File: src/hw/rtl/des_rnd_pkg.sv
`timescale 1ns / 1ps
`default_nettype none

package des_rnd_pkg;

    localparam int HALF_W = 32;
    localparam int KEY_W  = 48;

    // Expansion table: output bit n (n = 1 is the MSB) takes bit E_SEL[n-1] of R.
    localparam logic [5:0] E_SEL [KEY_W] = '{
        6'd32, 6'd1,  6'd2,  6'd3,  6'd4,  6'd5,  6'd4,  6'd5,  6'd6,  6'd7,  6'd8,  6'd9,
        6'd8,  6'd9,  6'd10, 6'd11, 6'd12, 6'd13, 6'd12, 6'd13, 6'd14, 6'd15, 6'd16, 6'd17,
        6'd16, 6'd17, 6'd18, 6'd19, 6'd20, 6'd21, 6'd20, 6'd21, 6'd22, 6'd23, 6'd24, 6'd25,
        6'd24, 6'd25, 6'd26, 6'd27, 6'd28, 6'd29, 6'd28, 6'd29, 6'd30, 6'd31, 6'd32, 6'd1
    };

    localparam logic [5:0] P_SEL [HALF_W] = '{
        6'd16, 6'd7,  6'd20, 6'd21, 6'd29, 6'd12, 6'd28, 6'd17,
        6'd1,  6'd15, 6'd23, 6'd26, 6'd5,  6'd18, 6'd31, 6'd10,
        6'd2,  6'd8,  6'd24, 6'd14, 6'd32, 6'd27, 6'd3,  6'd9,
        6'd19, 6'd13, 6'd30, 6'd6,  6'd22, 6'd11, 6'd4,  6'd25
    };

    localparam logic [3:0] SBOX [8][4][16] = '{
        '{'{4'd14, 4'd4, 4'd13, 4'd1, 4'd2, 4'd15, 4'd11, 4'd8,
            4'd3, 4'd10, 4'd6, 4'd12, 4'd5, 4'd9, 4'd0, 4'd7},
          '{4'd0, 4'd15, 4'd7, 4'd4, 4'd14, 4'd2, 4'd13, 4'd1,
            4'd10, 4'd6, 4'd12, 4'd11, 4'd9, 4'd5, 4'd3, 4'd8},
          '{4'd4, 4'd1, 4'd14, 4'd8, 4'd13, 4'd6, 4'd2, 4'd11,
            4'd15, 4'd12, 4'd9, 4'd7, 4'd3, 4'd10, 4'd5, 4'd0},
          '{4'd15, 4'd12, 4'd8, 4'd2, 4'd4, 4'd9, 4'd1, 4'd7,
            4'd5, 4'd11, 4'd3, 4'd14, 4'd10, 4'd0, 4'd6, 4'd13}},
        '{'{4'd15, 4'd1, 4'd8, 4'd14, 4'd6, 4'd11, 4'd3, 4'd4,
            4'd9, 4'd7, 4'd2, 4'd13, 4'd12, 4'd0, 4'd5, 4'd10},
          '{4'd3, 4'd13, 4'd4, 4'd7, 4'd15, 4'd2, 4'd8, 4'd14,
            4'd12, 4'd0, 4'd1, 4'd10, 4'd6, 4'd9, 4'd11, 4'd5},
          '{4'd0, 4'd14, 4'd7, 4'd11, 4'd10, 4'd4, 4'd13, 4'd1,
            4'd5, 4'd8, 4'd12, 4'd6, 4'd9, 4'd3, 4'd2, 4'd15},
          '{4'd13, 4'd8, 4'd10, 4'd1, 4'd3, 4'd15, 4'd4, 4'd2,
            4'd11, 4'd6, 4'd7, 4'd12, 4'd0, 4'd5, 4'd14, 4'd9}},
        '{'{4'd10, 4'd0, 4'd9, 4'd14, 4'd6, 4'd3, 4'd15, 4'd5,
            4'd1, 4'd13, 4'd12, 4'd7, 4'd11, 4'd4, 4'd2, 4'd8},
          '{4'd13, 4'd7, 4'd0, 4'd9, 4'd3, 4'd4, 4'd6, 4'd10,
            4'd2, 4'd8, 4'd5, 4'd14, 4'd12, 4'd11, 4'd15, 4'd1},
          '{4'd13, 4'd6, 4'd4, 4'd9, 4'd8, 4'd15, 4'd3, 4'd0,
            4'd11, 4'd1, 4'd2, 4'd12, 4'd5, 4'd10, 4'd14, 4'd7},
          '{4'd1, 4'd10, 4'd13, 4'd0, 4'd6, 4'd9, 4'd8, 4'd7,
            4'd4, 4'd15, 4'd14, 4'd3, 4'd11, 4'd5, 4'd2, 4'd12}},
        '{'{4'd7, 4'd13, 4'd14, 4'd3, 4'd0, 4'd6, 4'd9, 4'd10,
            4'd1, 4'd2, 4'd8, 4'd5, 4'd11, 4'd12, 4'd4, 4'd15},
          '{4'd13, 4'd8, 4'd11, 4'd5, 4'd6, 4'd15, 4'd0, 4'd3,
            4'd4, 4'd7, 4'd2, 4'd12, 4'd1, 4'd10, 4'd14, 4'd9},
          '{4'd10, 4'd6, 4'd9, 4'd0, 4'd12, 4'd11, 4'd7, 4'd13,
            4'd15, 4'd1, 4'd3, 4'd14, 4'd5, 4'd2, 4'd8, 4'd4},
          '{4'd3, 4'd15, 4'd0, 4'd6, 4'd10, 4'd1, 4'd13, 4'd8,
            4'd9, 4'd4, 4'd5, 4'd11, 4'd12, 4'd7, 4'd2, 4'd14}},
        '{'{4'd2, 4'd12, 4'd4, 4'd1, 4'd7, 4'd10, 4'd11, 4'd6,
            4'd8, 4'd5, 4'd3, 4'd15, 4'd13, 4'd0, 4'd14, 4'd9},
          '{4'd14, 4'd11, 4'd2, 4'd12, 4'd4, 4'd7, 4'd13, 4'd1,
            4'd5, 4'd0, 4'd15, 4'd10, 4'd3, 4'd9, 4'd8, 4'd6},
          '{4'd4, 4'd2, 4'd1, 4'd11, 4'd10, 4'd13, 4'd7, 4'd8,
            4'd15, 4'd9, 4'd12, 4'd5, 4'd6, 4'd3, 4'd0, 4'd14},
          '{4'd11, 4'd8, 4'd12, 4'd7, 4'd1, 4'd14, 4'd2, 4'd13,
            4'd6, 4'd15, 4'd0, 4'd9, 4'd10, 4'd4, 4'd5, 4'd3}},
        '{'{4'd12, 4'd1, 4'd10, 4'd15, 4'd9, 4'd2, 4'd6, 4'd8,
            4'd0, 4'd13, 4'd3, 4'd4, 4'd14, 4'd7, 4'd5, 4'd11},
          '{4'd10, 4'd15, 4'd4, 4'd2, 4'd7, 4'd12, 4'd9, 4'd5,
            4'd6, 4'd1, 4'd13, 4'd14, 4'd0, 4'd11, 4'd3, 4'd8},
          '{4'd9, 4'd14, 4'd15, 4'd5, 4'd2, 4'd8, 4'd12, 4'd3,
            4'd7, 4'd0, 4'd4, 4'd10, 4'd1, 4'd13, 4'd11, 4'd6},
          '{4'd4, 4'd3, 4'd2, 4'd12, 4'd9, 4'd5, 4'd15, 4'd10,
            4'd11, 4'd14, 4'd1, 4'd7, 4'd6, 4'd0, 4'd8, 4'd13}},
        '{'{4'd4, 4'd11, 4'd2, 4'd14, 4'd15, 4'd0, 4'd8, 4'd13,
            4'd3, 4'd12, 4'd9, 4'd7, 4'd5, 4'd10, 4'd6, 4'd1},
          '{4'd13, 4'd0, 4'd11, 4'd7, 4'd4, 4'd9, 4'd1, 4'd10,
            4'd14, 4'd3, 4'd5, 4'd12, 4'd2, 4'd15, 4'd8, 4'd6},
          '{4'd1, 4'd4, 4'd11, 4'd13, 4'd12, 4'd3, 4'd7, 4'd14,
            4'd10, 4'd15, 4'd6, 4'd8, 4'd0, 4'd5, 4'd9, 4'd2},
          '{4'd6, 4'd11, 4'd13, 4'd8, 4'd1, 4'd4, 4'd10, 4'd7,
            4'd9, 4'd5, 4'd0, 4'd15, 4'd14, 4'd2, 4'd3, 4'd12}},
        '{'{4'd13, 4'd2, 4'd8, 4'd4, 4'd6, 4'd15, 4'd11, 4'd1,
            4'd10, 4'd9, 4'd3, 4'd14, 4'd5, 4'd0, 4'd12, 4'd7},
          '{4'd1, 4'd15, 4'd13, 4'd8, 4'd10, 4'd3, 4'd7, 4'd4,
            4'd12, 4'd5, 4'd6, 4'd11, 4'd0, 4'd14, 4'd9, 4'd2},
          '{4'd7, 4'd11, 4'd4, 4'd1, 4'd9, 4'd12, 4'd14, 4'd2,
            4'd0, 4'd6, 4'd10, 4'd13, 4'd15, 4'd3, 4'd5, 4'd8},
          '{4'd2, 4'd1, 4'd14, 4'd7, 4'd4, 4'd10, 4'd8, 4'd13,
            4'd15, 4'd12, 4'd9, 4'd0, 4'd3, 4'd5, 4'd6, 4'd11}}
    };

    // Round function f(R, K): expansion, key mix, S-boxes and P permutation.
    // Bit n in DES numbering (1 is the MSB) of a 32-bit word sits at index 32 - n.
    function automatic logic [HALF_W-1:0] des_f(input logic [HALF_W-1:0] r,
                                                 input logic [KEY_W-1:0] k);
        logic [KEY_W-1:0]  m;
        logic [HALF_W-1:0] z;
        logic [HALF_W-1:0] p;
        logic [5:0]        six;
        logic [1:0]        row;
        logic [3:0]        col;
        for (int i = 0; i < KEY_W; i++)
        begin
            m[KEY_W-1-i] = r[5'(HALF_W - int'(E_SEL[i]))];
        end
        m = m ^ k;
        for (int i = 0; i < 8; i++)
        begin
            six = m[KEY_W-1-6*i -: 6];
            row = {six[5], six[0]};
            col = six[4:1];
            z[HALF_W-1-4*i -: 4] = SBOX[i][row][col];
        end
        for (int i = 0; i < HALF_W; i++)
        begin
            p[HALF_W-1-i] = z[5'(HALF_W - int'(P_SEL[i]))];
        end
        return p;
    endfunction

endpackage

`default_nettype wire

File: src/hw/rtl/des_rnd_in_if.sv
`timescale 1ns / 1ps
`default_nettype none

interface des_rnd_in_if;
    logic        valid;
    logic        ready;
    logic [31:0] left_half;
    logic [31:0] right_half;
    logic [47:0] round_key;
    logic        final_round;

    modport source (output valid, output left_half, output right_half,
                    output round_key, output final_round, input ready);
    modport sink (input valid, input left_half, input right_half,
                  input round_key, input final_round, output ready);
endinterface

`default_nettype wire

File: src/hw/rtl/des_rnd_out_if.sv
`timescale 1ns / 1ps
`default_nettype none

interface des_rnd_out_if;
    logic        valid;
    logic        ready;
    logic [31:0] left_result;
    logic [31:0] right_result;

    modport source (output valid, output left_result, output right_result, input ready);
    modport sink (input valid, input left_result, input right_result, output ready);
endinterface

`default_nettype wire

File: src/hw/rtl/des_feistel_round.sv
`timescale 1ns / 1ps
`default_nettype none

// Channel   Direction   Payload
// item      in          left_half, right_half, round_key, final_round
// result    out         left_result, right_result
//
// One request is taken per cycle while item.ready is high. Each request passes
// through the input register and then the result register, which bracket
// the round function (expansion, S-box lookups, P permutation and XOR).
// Reset clears only the two valid flags. A stalled result holds in its register,
// and the input register keeps taking requests as long as it can hand on its own.

module des_feistel_round (
    input  wire logic      clk,
    input  wire logic      rst_n,
    des_rnd_in_if.sink     item,
    des_rnd_out_if.source  result
);

    logic                              in_valid_reg;
    logic [des_rnd_pkg::HALF_W-1:0]    in_left_reg;
    logic [des_rnd_pkg::HALF_W-1:0]    in_right_reg;
    logic [des_rnd_pkg::KEY_W-1:0]     in_key_reg;
    logic                              in_final_reg;

    logic                              out_valid_reg;
    logic [des_rnd_pkg::HALF_W-1:0]    out_left_reg;
    logic [des_rnd_pkg::HALF_W-1:0]    out_right_reg;

    logic                              out_load;
    logic                              in_load;
    logic [des_rnd_pkg::HALF_W-1:0]    mixed;

    // The result register takes a new value when it is empty or being drained.
    assign out_load   = !out_valid_reg || result.ready;
    assign item.ready = !in_valid_reg || out_load;
    assign in_load    = item.valid && item.ready;

    assign mixed = in_left_reg ^ des_rnd_pkg::des_f(in_right_reg, in_key_reg);

    always_ff @(posedge clk or negedge rst_n)
    begin
        if (!rst_n)
        begin
            in_valid_reg  <= 1'b0;
            out_valid_reg <= 1'b0;
        end
        else
        begin
            if (item.ready)
            begin
                in_valid_reg <= item.valid;
            end
            if (out_load)
            begin
                out_valid_reg <= in_valid_reg;
            end
        end
    end

    always_ff @(posedge clk)
    begin
        if (in_load)
        begin
            in_left_reg  <= item.left_half;
            in_right_reg <= item.right_half;
            in_key_reg   <= item.round_key;
            in_final_reg <= item.final_round;
        end
        if (out_load && in_valid_reg)
        begin
            // The last round leaves the halves unswapped.
            if (in_final_reg)
            begin
                out_left_reg  <= mixed;
                out_right_reg <= in_right_reg;
            end
            else
            begin
                out_left_reg  <= in_right_reg;
                out_right_reg <= mixed;
            end
        end
    end

    assign result.valid        = out_valid_reg;
    assign result.left_result  = out_left_reg;
    assign result.right_result = out_right_reg;

endmodule

`default_nettype wire
File: src/flat_wrapper.sv
// flat-port wrapper written by rule: the top's interface ports become plain ports
module des_feistel_round_flat 
  (clk, rst_n, item_valid, item_left_half, item_right_half, item_round_key, item_final_round, item_ready, result_valid, result_left_result, result_right_result, result_ready);
  des_rnd_in_if item_i ();
  des_rnd_out_if result_i ();
  input  wire logic clk;
  input  wire logic rst_n;
  input wire logic [$bits(item_i.valid)-1:0] item_valid;
  input wire logic [$bits(item_i.left_half)-1:0] item_left_half;
  input wire logic [$bits(item_i.right_half)-1:0] item_right_half;
  input wire logic [$bits(item_i.round_key)-1:0] item_round_key;
  input wire logic [$bits(item_i.final_round)-1:0] item_final_round;
  output wire logic [$bits(item_i.ready)-1:0] item_ready;
  output wire logic [$bits(result_i.valid)-1:0] result_valid;
  output wire logic [$bits(result_i.left_result)-1:0] result_left_result;
  output wire logic [$bits(result_i.right_result)-1:0] result_right_result;
  input wire logic [$bits(result_i.ready)-1:0] result_ready;
  assign item_i.valid = item_valid;
  assign item_i.left_half = item_left_half;
  assign item_i.right_half = item_right_half;
  assign item_i.round_key = item_round_key;
  assign item_i.final_round = item_final_round;
  assign item_ready = item_i.ready;
  assign result_valid = result_i.valid;
  assign result_left_result = result_i.left_result;
  assign result_right_result = result_i.right_result;
  assign result_i.ready = result_ready;
  des_feistel_round u_core (.clk(clk), .rst_n(rst_n), .item(item_i), .result(result_i));
endmodule
File: config.mk
export PLATFORM = sky130hd
export DESIGN_NAME = des_feistel_round_flat
export DESIGN_NICKNAME = d
export VERILOG_FILES = /design/src/hw/rtl/des_rnd_pkg.sv /design/src/hw/rtl/des_rnd_in_if.sv /design/src/hw/rtl/des_rnd_out_if.sv /design/src/hw/rtl/des_feistel_round.sv /design/src/flat_wrapper.sv
export SDC_FILE = /design/constraint.sdc
export NUM_CORES = 1
export LEC_CHECK = 0
export BUFFER_PORTS_ARGS = -buffer_cell sky130_fd_sc_hd__buf_2
export CORE_MARGIN = 3
export CORE_UTILIZATION = 53
export DETAILED_ROUTE_END_ITERATION = 12
export PLACE_DENSITY = 0.8
export RECOVER_POWER = 50
export SYNTH_ARGS = -nofsm -noshare
export SYNTH_HDL_FRONTEND = slang
export SYNTH_SLANG_ARGS = --single-unit
File: constraint.sdc
create_clock -name clk -period 3.5 [get_ports clk]
set_input_delay 0.35 -clock clk [delete_from_list [all_inputs] [get_ports clk]]
set_output_delay 0.35 -clock clk [all_outputs]
set_load 0.01 [all_outputs]
* Word level (Yosys, flattened, before mapping)
Index checks and enable logic that the tools add are counted.
** Word-level totals
- Logic and storage cells :: 58
- Input bits :: 117
- Output and inout port bits :: 66
- Register bits :: 155
** Operators by class
- Bitwise operators :: 10
- $lt $le $gt $ge :: 8
- Mux-type cells :: 26
- Reductions and logical operators :: 6
** Operators with widths (number)
- $bmux 64 s2 :: 4
- $mux 64 :: 8
- $bmux 4 s4 :: 4
- $mux 32 :: 2
- $mux 4 :: 8
- $xor 32x32->32 :: 1
- $xor 24x24->24 :: 1
- $ge 5x5->1 const B :: 4
- $not 4->5 :: 4
- $ge 3x3->1 const B :: 4
- $not 2->3 :: 4
- $logic_and 1x1->1 :: 2
- $logic_not 1->1 :: 2
- $logic_or 1x1->1 :: 2

* Longest topological paths before layout
Gate-level depths: netlist of run 1.
- Word-level depth :: 10
- Gate-level depth with buffers :: 10

* Least setup slack after synthesis of run 1
No wires, ideal clock.
- Path type :: register to register
- From :: reg u_core.in_right_reg[7] in the netlist's numbering
- To :: reg u_core.out_left_reg (netlist bit u_core.result.left_result[3]), data pin
- Library setup time :: 263 ps
- Required time :: 3237 ps
- Arrival :: 2679 ps
- Period minus slack after synthesis :: 2943 ps
- Path buffers :: 1
- Stages on the path, launching flop included :: 8
- Setup slack :: 557 ps
- Path through :: edfxtp_1 xor2_1 ha_1 clkbuf_1 mux4_2 mux4_2 xor2_1 o21ai_2
** Between the ends
- Longest elaborated chain between the ends :: 10
** RTL lines
- start: declaration :: RTL line des_feistel_round.sv:23 : logic [des_rnd_pkg::HALF_W-1:0] in_right_reg;
- start signal: assignment :: RTL line des_feistel_round.sv:67 : in_right_reg <= item.right_half;
- $xor 24x24->24 :: RTL line des_rnd_pkg.sv:105 : m = m ^ k;
- $not 2->3 (not written as such) :: RTL line des_rnd_pkg.sv:111 : z[HALF_W-1-4*i -: 4] = SBOX[i][row][col];
- $bmux 64 s2 :: RTL line des_rnd_pkg.sv:111
- $mux 64 (not written as such) (2 in a row) :: RTL line des_rnd_pkg.sv:111
- $bmux 4 s4 :: RTL line des_rnd_pkg.sv:111
- $mux 4 (not written as such) (2 in a row) :: RTL line des_rnd_pkg.sv:111
- $xor 32x32->32 :: RTL line des_feistel_round.sv:40 : assign mixed = in_left_reg ^ des_rnd_pkg::des_f(in_right_reg, in_key_reg);
- $mux 32 :: RTL line des_feistel_round.sv:74 : if (in_final_reg)
- end signal: assignment :: RTL line des_feistel_round.sv:76 : out_left_reg <= mixed;
- end signal: assignment :: RTL line des_feistel_round.sv:81 : out_left_reg <= in_right_reg;
- end: declaration :: RTL line des_feistel_round.sv:28 : logic [des_rnd_pkg::HALF_W-1:0] out_left_reg;
Every way passes these cells. The select of a mux whose other input is x is not followed.
A chain may end at the register's enable or synchronous reset.

* Worst setup path after layout of run 1
- From :: reg u_core.in_right_reg[8] in the netlist's numbering
- To :: reg u_core.out_right_reg (netlist bit u_core.result.right_result[20]), data pin
** Between the ends
- Longest elaborated chain between the ends :: 10
** RTL lines
- $xor 24x24->24 :: RTL line des_rnd_pkg.sv:105
- $not 2->3 (not written as such) :: RTL line des_rnd_pkg.sv:111
- $bmux 64 s2 :: RTL line des_rnd_pkg.sv:111
- $mux 64 (not written as such) (2 in a row) :: RTL line des_rnd_pkg.sv:111
- $bmux 4 s4 :: RTL line des_rnd_pkg.sv:111
- $mux 4 (not written as such) (2 in a row) :: RTL line des_rnd_pkg.sv:111
- $xor 32x32->32 :: RTL line des_feistel_round.sv:40
- $mux 32 :: RTL line des_feistel_round.sv:74
- end signal: assignment :: RTL line des_feistel_round.sv:77 : out_right_reg <= in_right_reg;
- end signal: assignment :: RTL line des_feistel_round.sv:82 : out_right_reg <= mixed;
- end: declaration :: RTL line des_feistel_round.sv:29 : logic [des_rnd_pkg::HALF_W-1:0] out_right_reg;
Every way passes these cells. The select of a mux whose other input is x is not followed.

==> impl_metrics.yaml, run 1 <==
synth:
  synth_xor_area_share_pct: 7.60
  synth_nets: 685
  synth_compound_area_share_pct: 10.1
  synth_top_family_by_area: "simple AND/OR/NAND/NOR gates"
  syn_inst: 544
  ys_warn_count: 0
  syn-cell-area_mm2: 0.00703
  synthSimpleGateAreaFrac_pct: 11.5
  async_reset_ff_share_pct: 1.46
  synth.area.mux_share_pct: 5.65
  synth_cell_type_count: 55
  ys_ff_latch: 137
  synth-edff-count: 135
  ys.flop_type: "edfxtp_1"
  ys_seq_area_share_pct: 58.4
  avgSynthCellArea_um2: 12.9
  synth_fa_ha_area_share_pct: 4.27
setup_path:
  worst_setup_path_end_kind: "flop"
  path_buf_inv: 1
  slowest_stage: "xor2_1"
  slowest_delay_ns: 0.64
  path_cells: "xor2_1, ha_1, inv_1, mux4_2, and2_1, a211oi_1, nor3_1, o31ai_1"
  worstPathMaxFanout: 8
  required_ns: 3.72
  crit_family: "XOR/XNOR gates"
  start_kind: "flop"
  worstSetupPathType: "flop to flop"
  arrival_ns: 3.47
floorplanning:
  io_pins: 183
  die_h_um: 121
  start_util_pct: 55.0
  dieArea_mm2: 0.0147
  coreArea_mm2: 0.0128
  rows: 41
  die-width_um: 121
timing:
  setup_viol: 0
  grt_setup_unrepaired: "false"
  finalClockSkew_ns: 0.00867
  hold_viol: 0
  max_freq_ghz: 0.308
  tightestPinTransition_ns: 1.40
  slew_viol_final: 0
  period_needed_ns: 3.25
  period_share_pct: 92.8
  setup_tns_ns: 0
  slew-limit-headroom_pct: 6.37
detailed_routing:
  dr.pass1.iters: 5
  first_iter_violations: 405
  wl_um: 15700
  wl_met1_um: 6620
  vias_per_cell: 5.63
  met2_length_um: 7760
  top_layer: "met4"
  met3WireLength_um: 1170
  vias: 4946
  wl_per_cell_um: 17.9
  ant_nets: 0
  drc: 0
place:
  dp_cells: 846
  io_buffers: 140
  gp_congestion: 0.872
  dpl.hpwl_um: 10400
power_and_ir_drop:
  p_leak_nw: 3.09
  ir_drop_v: 0.000416
  power_density_mw_per_mm2: 557
global_route:
  grt_pass1_wl_um: 24500
  grt.total_usage_pct: 21.8
  grt_overflow_total: 0
  antenna_found_initial: 0
  grt_max_degree: 72
  grt_pass1_vias: 4776
layout:
  final_cell_mix: "edfxtp_1, buf_2, clkbuf_1"
  drive_above_1_share_pct: 20.2
  diodes: 0
  mostFrequentLayoutCell: "edfxtp_1"
  area_growth_pct: 19.8
  finalNonFillerCells: 879
  fillCellCount: 995
  fin_nets: 835
clocking:
  insertion_delay_ns: 0.42
  cts_resized: 0
  clkTransAtPathRegs_ns: 0.06
  clock_path_buffers: 2
  clockRootBuffer: "clkbuf_16"
  cts_setup_buffers: 0
  cts-buffers-inserted: 17
  tritoncts: "built"
  cts.hold.buffers_added: 1
  cts.htree.levels: 4
  cts_sinks: 137
min_path:
  hp-class: "primary input to flop"
run:
  max_cap_viol_count: 0
run_status:
  status: "complete, no violations"
==> cells by family after synthesis <==
group | after synthesis
adders and majority gates | 24
xor gates and xnor gates | 52
DFF | 137
muxes | 23
AOI/OAI and AO/OA | 103
buffers and inverters | 42
and+or+nand+nor | 163
==> synthesized netlist by cell type (all sizes together), types with 3 or more instances <==
| cell | instances | area, um2 |
|---|---|---|
| a211o | 3 | 26.3 |
| xor2 | 25 | 257 |
| nor2 | 27 | 101 |
| xnor2 | 26 | 254 |
| or3 | 5 | 31.3 |
| mux2i | 7 | 70.1 |
| or4 | 3 | 22.5 |
| o311ai | 3 | 26.3 |
| nand2b | 3 | 18.8 |
| a21oi | 23 | 115 |
| buf | 6 | 38.8 |
| mux4 | 13 | 293 |
| ha | 24 | 300 |
| o2111ai | 4 | 35.0 |
| clkbuf | 16 | 60.1 |
| a221o | 3 | 30.0 |
| nor3 | 20 | 100 |
| a211oi | 4 | 30.0 |
| nand3 | 24 | 120 |
| a31oi | 7 | 43.8 |
| o211ai | 6 | 45.0 |
| o21ai | 19 | 103 |
| inv | 19 | 71.3 |
| o31ai | 13 | 97.6 |
| and2 | 19 | 119 |
| mux2 | 3 | 33.8 |
| nor2b | 16 | 100 |
| and3 | 4 | 25.0 |
| nand2 | 38 | 143 |
| a221oi | 3 | 26.3 |
| edfxtp | 135 | 4050 |
==> metal layers <==
| layer | vias to the layer above | track usage, % |
|---|---|---|
| met5 | - | 0 |
| met4 | 0 | 7.14 |
| met3 | 14 | 5.69 |
| met2 | 217 | 36.2 |
| met1 | 2369 | 28.2 |
| li1 | 2346 | - |
==> power breakdown <==
group,total [mW],switching [mW],internal (mW),leakage (nW)
clock network,1.67,0.692,0.978,0.257
logic,0.959,0.567,0.392,1.51
registers,2.06,0.0729,1.99,1.33
total,4.69,1.33,3.36,3.09
==> worst paths after layout <==
| kind | start | cells after the start | slack (ns) | end |
|---|---|---|---|---|
| min in group asynchronous | rst_n | 2 | 0.25 | u_core.result.valid |
| worst max register to register | u_core.in_right_reg[8] | 8 | 0.25 | u_core.result.right_result[20] |
| max in group asynchronous | rst_n | 2 | 3.11 | u_core.in_valid_reg |
| worst min-delay path | item_right_half[18] | 1 | 0.10 | u_core.in_right_reg[18] |
| worst max-delay path | u_core.in_right_reg[8] | 8 | 0.25 | u_core.result.right_result[20] |
| worst min register to register | u_core.in_valid_reg | 1 | 0.51 | u_core.result.valid |
==> through the flow <==
stage	hold WS, ns	utilization [%]	setup WS, ns	power [mW]	area, um2
2_1_floorplan	0.0544	-	0.557	2.76	7030
3_3_place_gp	0.134	62.1	0.441	3.02	7940
3_5_place_dp	0.140	62.1	0.371	3.05	7940
4_1_cts	0.0831	66.6	0.310	4.73	8500
5_1_grt	0.0805	65.9	0.0927	4.90	8410
6_report	0.103	65.9	0.253	4.69	8410
==> layout make-up <==
cell class	count	area (um2)	share of cell area, %
flip-flops and latches	137	4100	48.8
multi-input cells	365	2750	32.7
repair buffers	153	712	8.46
clock buffers	18	429	5.10
well taps	172	215	2.56
clock inverters	14	125	1.49
inverters	20	75.1	0.892
No activity file was read; power rests on OpenSTA's default activity.
==> run 2, diff against run 1 <==
Settings changed: ABC_AREA set to 1, CORE_UTILIZATION 53 to 54, PLACE_DENSITY 0.8 to 0.81.
==> impl_metrics.yaml, run 2 <==
detailed_routing:
  vias: 5837
  ant_nets: 0
  vias_per_cell: 5.21
  wl_um: 16000
  wl_per_cell_um: 14.3
  first_iter_violations: 462
  drc: 0
  dr.pass1.iters: 6
synth:
  synth_top_area_cell: "edfxtp_1"
  ys_warn_count: 0
  syn-cell-area_mm2: 0.00734
  synth_nets: 931
  syn_inst: 790
  synth-edff-count: 135
  avgSynthCellArea_um2: 9.30
  synth_most_common_cell: "nand2_1"
  netlist_top_cells_area: "edfxtp_1, nand2_1, nand3_1"
  synthTopCellsByCount: "nand2_1, nand3_1, edfxtp_1"
  async_reset_ff_share_pct: 1.46
  synth_cell_type_count: 29
  ys_ff_latch: 137
  ys_seq_area_share_pct: 55.9
  ys.flop_type: "edfxtp_1"
  synth_top_area_share_pct: 55.2
power_and_ir_drop:
  power_density_mw_per_mm2: 552
  ir_drop_v: 0.000415
  p_leak_nw: 4.03
  power_mw: 4.79
timing:
  slew_viol_final: 0
  period_needed_ns: 2.41
  period_share_pct: 68.8
  hold_viol: 0
  whs_ns: 0.0969
  setup_ws_ns: 1.09
  finalClockSkew_ns: 0.00962
  slew-limit-headroom_pct: 6.89
  setup_viol: 0
  grt_setup_unrepaired: "false"
  setup_tns_ns: 0
  max_freq_ghz: 0.415
  tightestPinTransition_ns: 1.40
min_path:
  hp-class: "primary input to flop"
  hold_start: "item_left_half[20]"
  min_to: "u_core.in_left_reg[20]"
  worstHoldPathCells: 1
global_route:
  antenna_found_initial: 1
  grt_overflow_total: 0
  grt_pass1_vias: 5461
  grt.total_usage_pct: 21.8
  grt_max_degree: 65
  grt_pass1_wl_um: 25200
clocking:
  cts_setup_buffers: 0
  clockRootBuffer: "clkbuf_16"
  cts_resized: 0
  insertion_delay_ns: 0.42
  cts.htree.levels: 4
  clock_path_buffers: 2
  tritoncts: "built"
  cts-buffers-inserted: 17
  cts.hold.buffers_added: 1
  clkTransAtPathRegs_ns: 0.06
  cts_sinks: 137
floorplanning:
  start_util_pct: 56.6
  io_pins: 183
  die-width_um: 123
  dieArea_mm2: 0.0150
  rows: 41
  coreArea_mm2: 0.0130
  die_h_um: 123
layout:
  final_cell_mix: "nand2_1, nand3_1, edfxtp_1"
  drive_above_1_share_pct: 15.0
  fin_nets: 1076
  area_growth_pct: 18.1
  mostFrequentLayoutCell: "nand2_1"
  fillCellCount: 1057
  finalNonFillerCells: 1120
  diodes: 0
setup_path:
  worstPathMaxFanout: 6
  slowest_stage: "edfxtp_1"
  r2r-end: "u_core.result.left_result[10]"
  path_cells: "inv_1, nand2_1, nand2_1, ha_1, nand3_1, nand3_1, nand2_1, nand2_1, nand3_1, nand2_1, nand2_2, nand3_1, nand2_1"
  required_ns: 3.66
  slowest_delay_ns: 0.55
  rr_worst_depth: 13
  r2r-start: "u_core.in_right_reg[3]"
  worstSetupPathType: "flop to flop"
  start_kind: "flop"
  worst_setup_path_end_kind: "flop"
  reg2reg_setup_slack_ns: 1.09
  cp_common_cell: "nand2_1"
  arrival_ns: 2.57
place:
  gp_congestion: 0.907
  dpl.hpwl_um: 10900
  io_buffers: 140
  dp_cells: 1087
  post-place-ws_ns: 1.15
run:
  max_cap_viol_count: 0
run_status:
  status: "complete, no violations"
[run 2: cell types whose count changed after synthesis, moves of 11 or more]
cell / before / now
a21oi_1: 23 / 2
and2_1: 19 / 0
clkbuf_1: 16 / 4
inv_1: 18 / 88
mux4_2: 13 / 0
nand2_1: 38 / 290
nand2_2: 0 / 13
nand3_1: 24 / 148
nor2b_1: 16 / 0
nor3_1: 20 / 0
o21ai_0: 17 / 6
o31ai_1: 13 / 0
xnor2_1: 24 / 5
xor2_1: 20 / 1
[run 2: per-stage QoR]
step	utilization (%)	instance area, um2
final	66.8	8670
after global routing	66.8	8670
after CTS	67.5	8760
after detailed placement	63.1	8190
after global placement	63.1	8190
after floorplan	-	7350
[run 2: area by class of cell]
type	instances	area [um2]	share of cell area [%]
flip-flops and latches	137	4100	47.3
multi-input cells	545	2790	32.1
repair buffers	144	668	7.71
clock buffers	19	443	5.11
inverters	90	338	3.90
well taps	172	215	2.48
clock inverters	13	118	1.36
[run 2: critical path, delay by kind of cell (launching register included)]
| family | cells | cell delay (ns) |
|---|---|---|
| fa+ha+maj | 1 | 0.36 |
| buf+inv | 1 | 0.11 |
| simple gates | 11 | 1.12 |
| flops | 1 | 0.55 |
[run 2: cells by family (layout without fill, tap and decap cells)]
logic type / Yosys count / after routing / synth area share [%]
compound gates: 19 / 19 / 1.57
xor+xnor: 16 / 16 / 3.08
fa+ha+maj: 24 / 24 / 4.09
buf+inv: 108 / 266 / 6.34
flops: 137 / 137 / 55.9
simple gates: 486 / 486 / 29.0
[run 2: how the worst max path moves through the flow]
stage	depth (start not counted)	startpoint	end	slack, ns
floorplan	2	result_ready	u_core.result.left_result[0]	0.79
global placement	13	u_core.in_right_reg[3]	u_core.result.right_result[10]	1.17
detailed placement	10	u_core.in_right_reg[11]	u_core.result.right_result[29]	1.15
CTS	12	u_core.in_right_reg[8]	u_core.result.right_result[10]	1.12
global route	15	u_core.in_right_reg[3]	u_core.result.left_result[0]	0.83
finish	13	u_core.in_right_reg[3]	u_core.result.left_result[10]	1.09
[run 2: metal layers]
metal | wire length (um) | up-vias | global-route usage, % | share of wire [%]
met2 | 7780 | 240 | 36.1 | 49
met3 | 1140 | 30 | 6.08 | 7.2
met1 | 6670 | 2655 | 27.0 | 42
li1 | - | 2910 | - | -
met5 | 13 | - | 0 | 0.081
met4 | 352 | 2 | 8.89 | 2.2
[run 2: power by group]
part / switching [mW] / internal [mW] / leakage [nW]
sequential: 0.0763 / 2.01 / 1.33
combinational: 0.664 / 0.331 / 2.43
clock: 0.700 / 1.00 / 0.275
total: 1.44 / 3.35 / 4.03
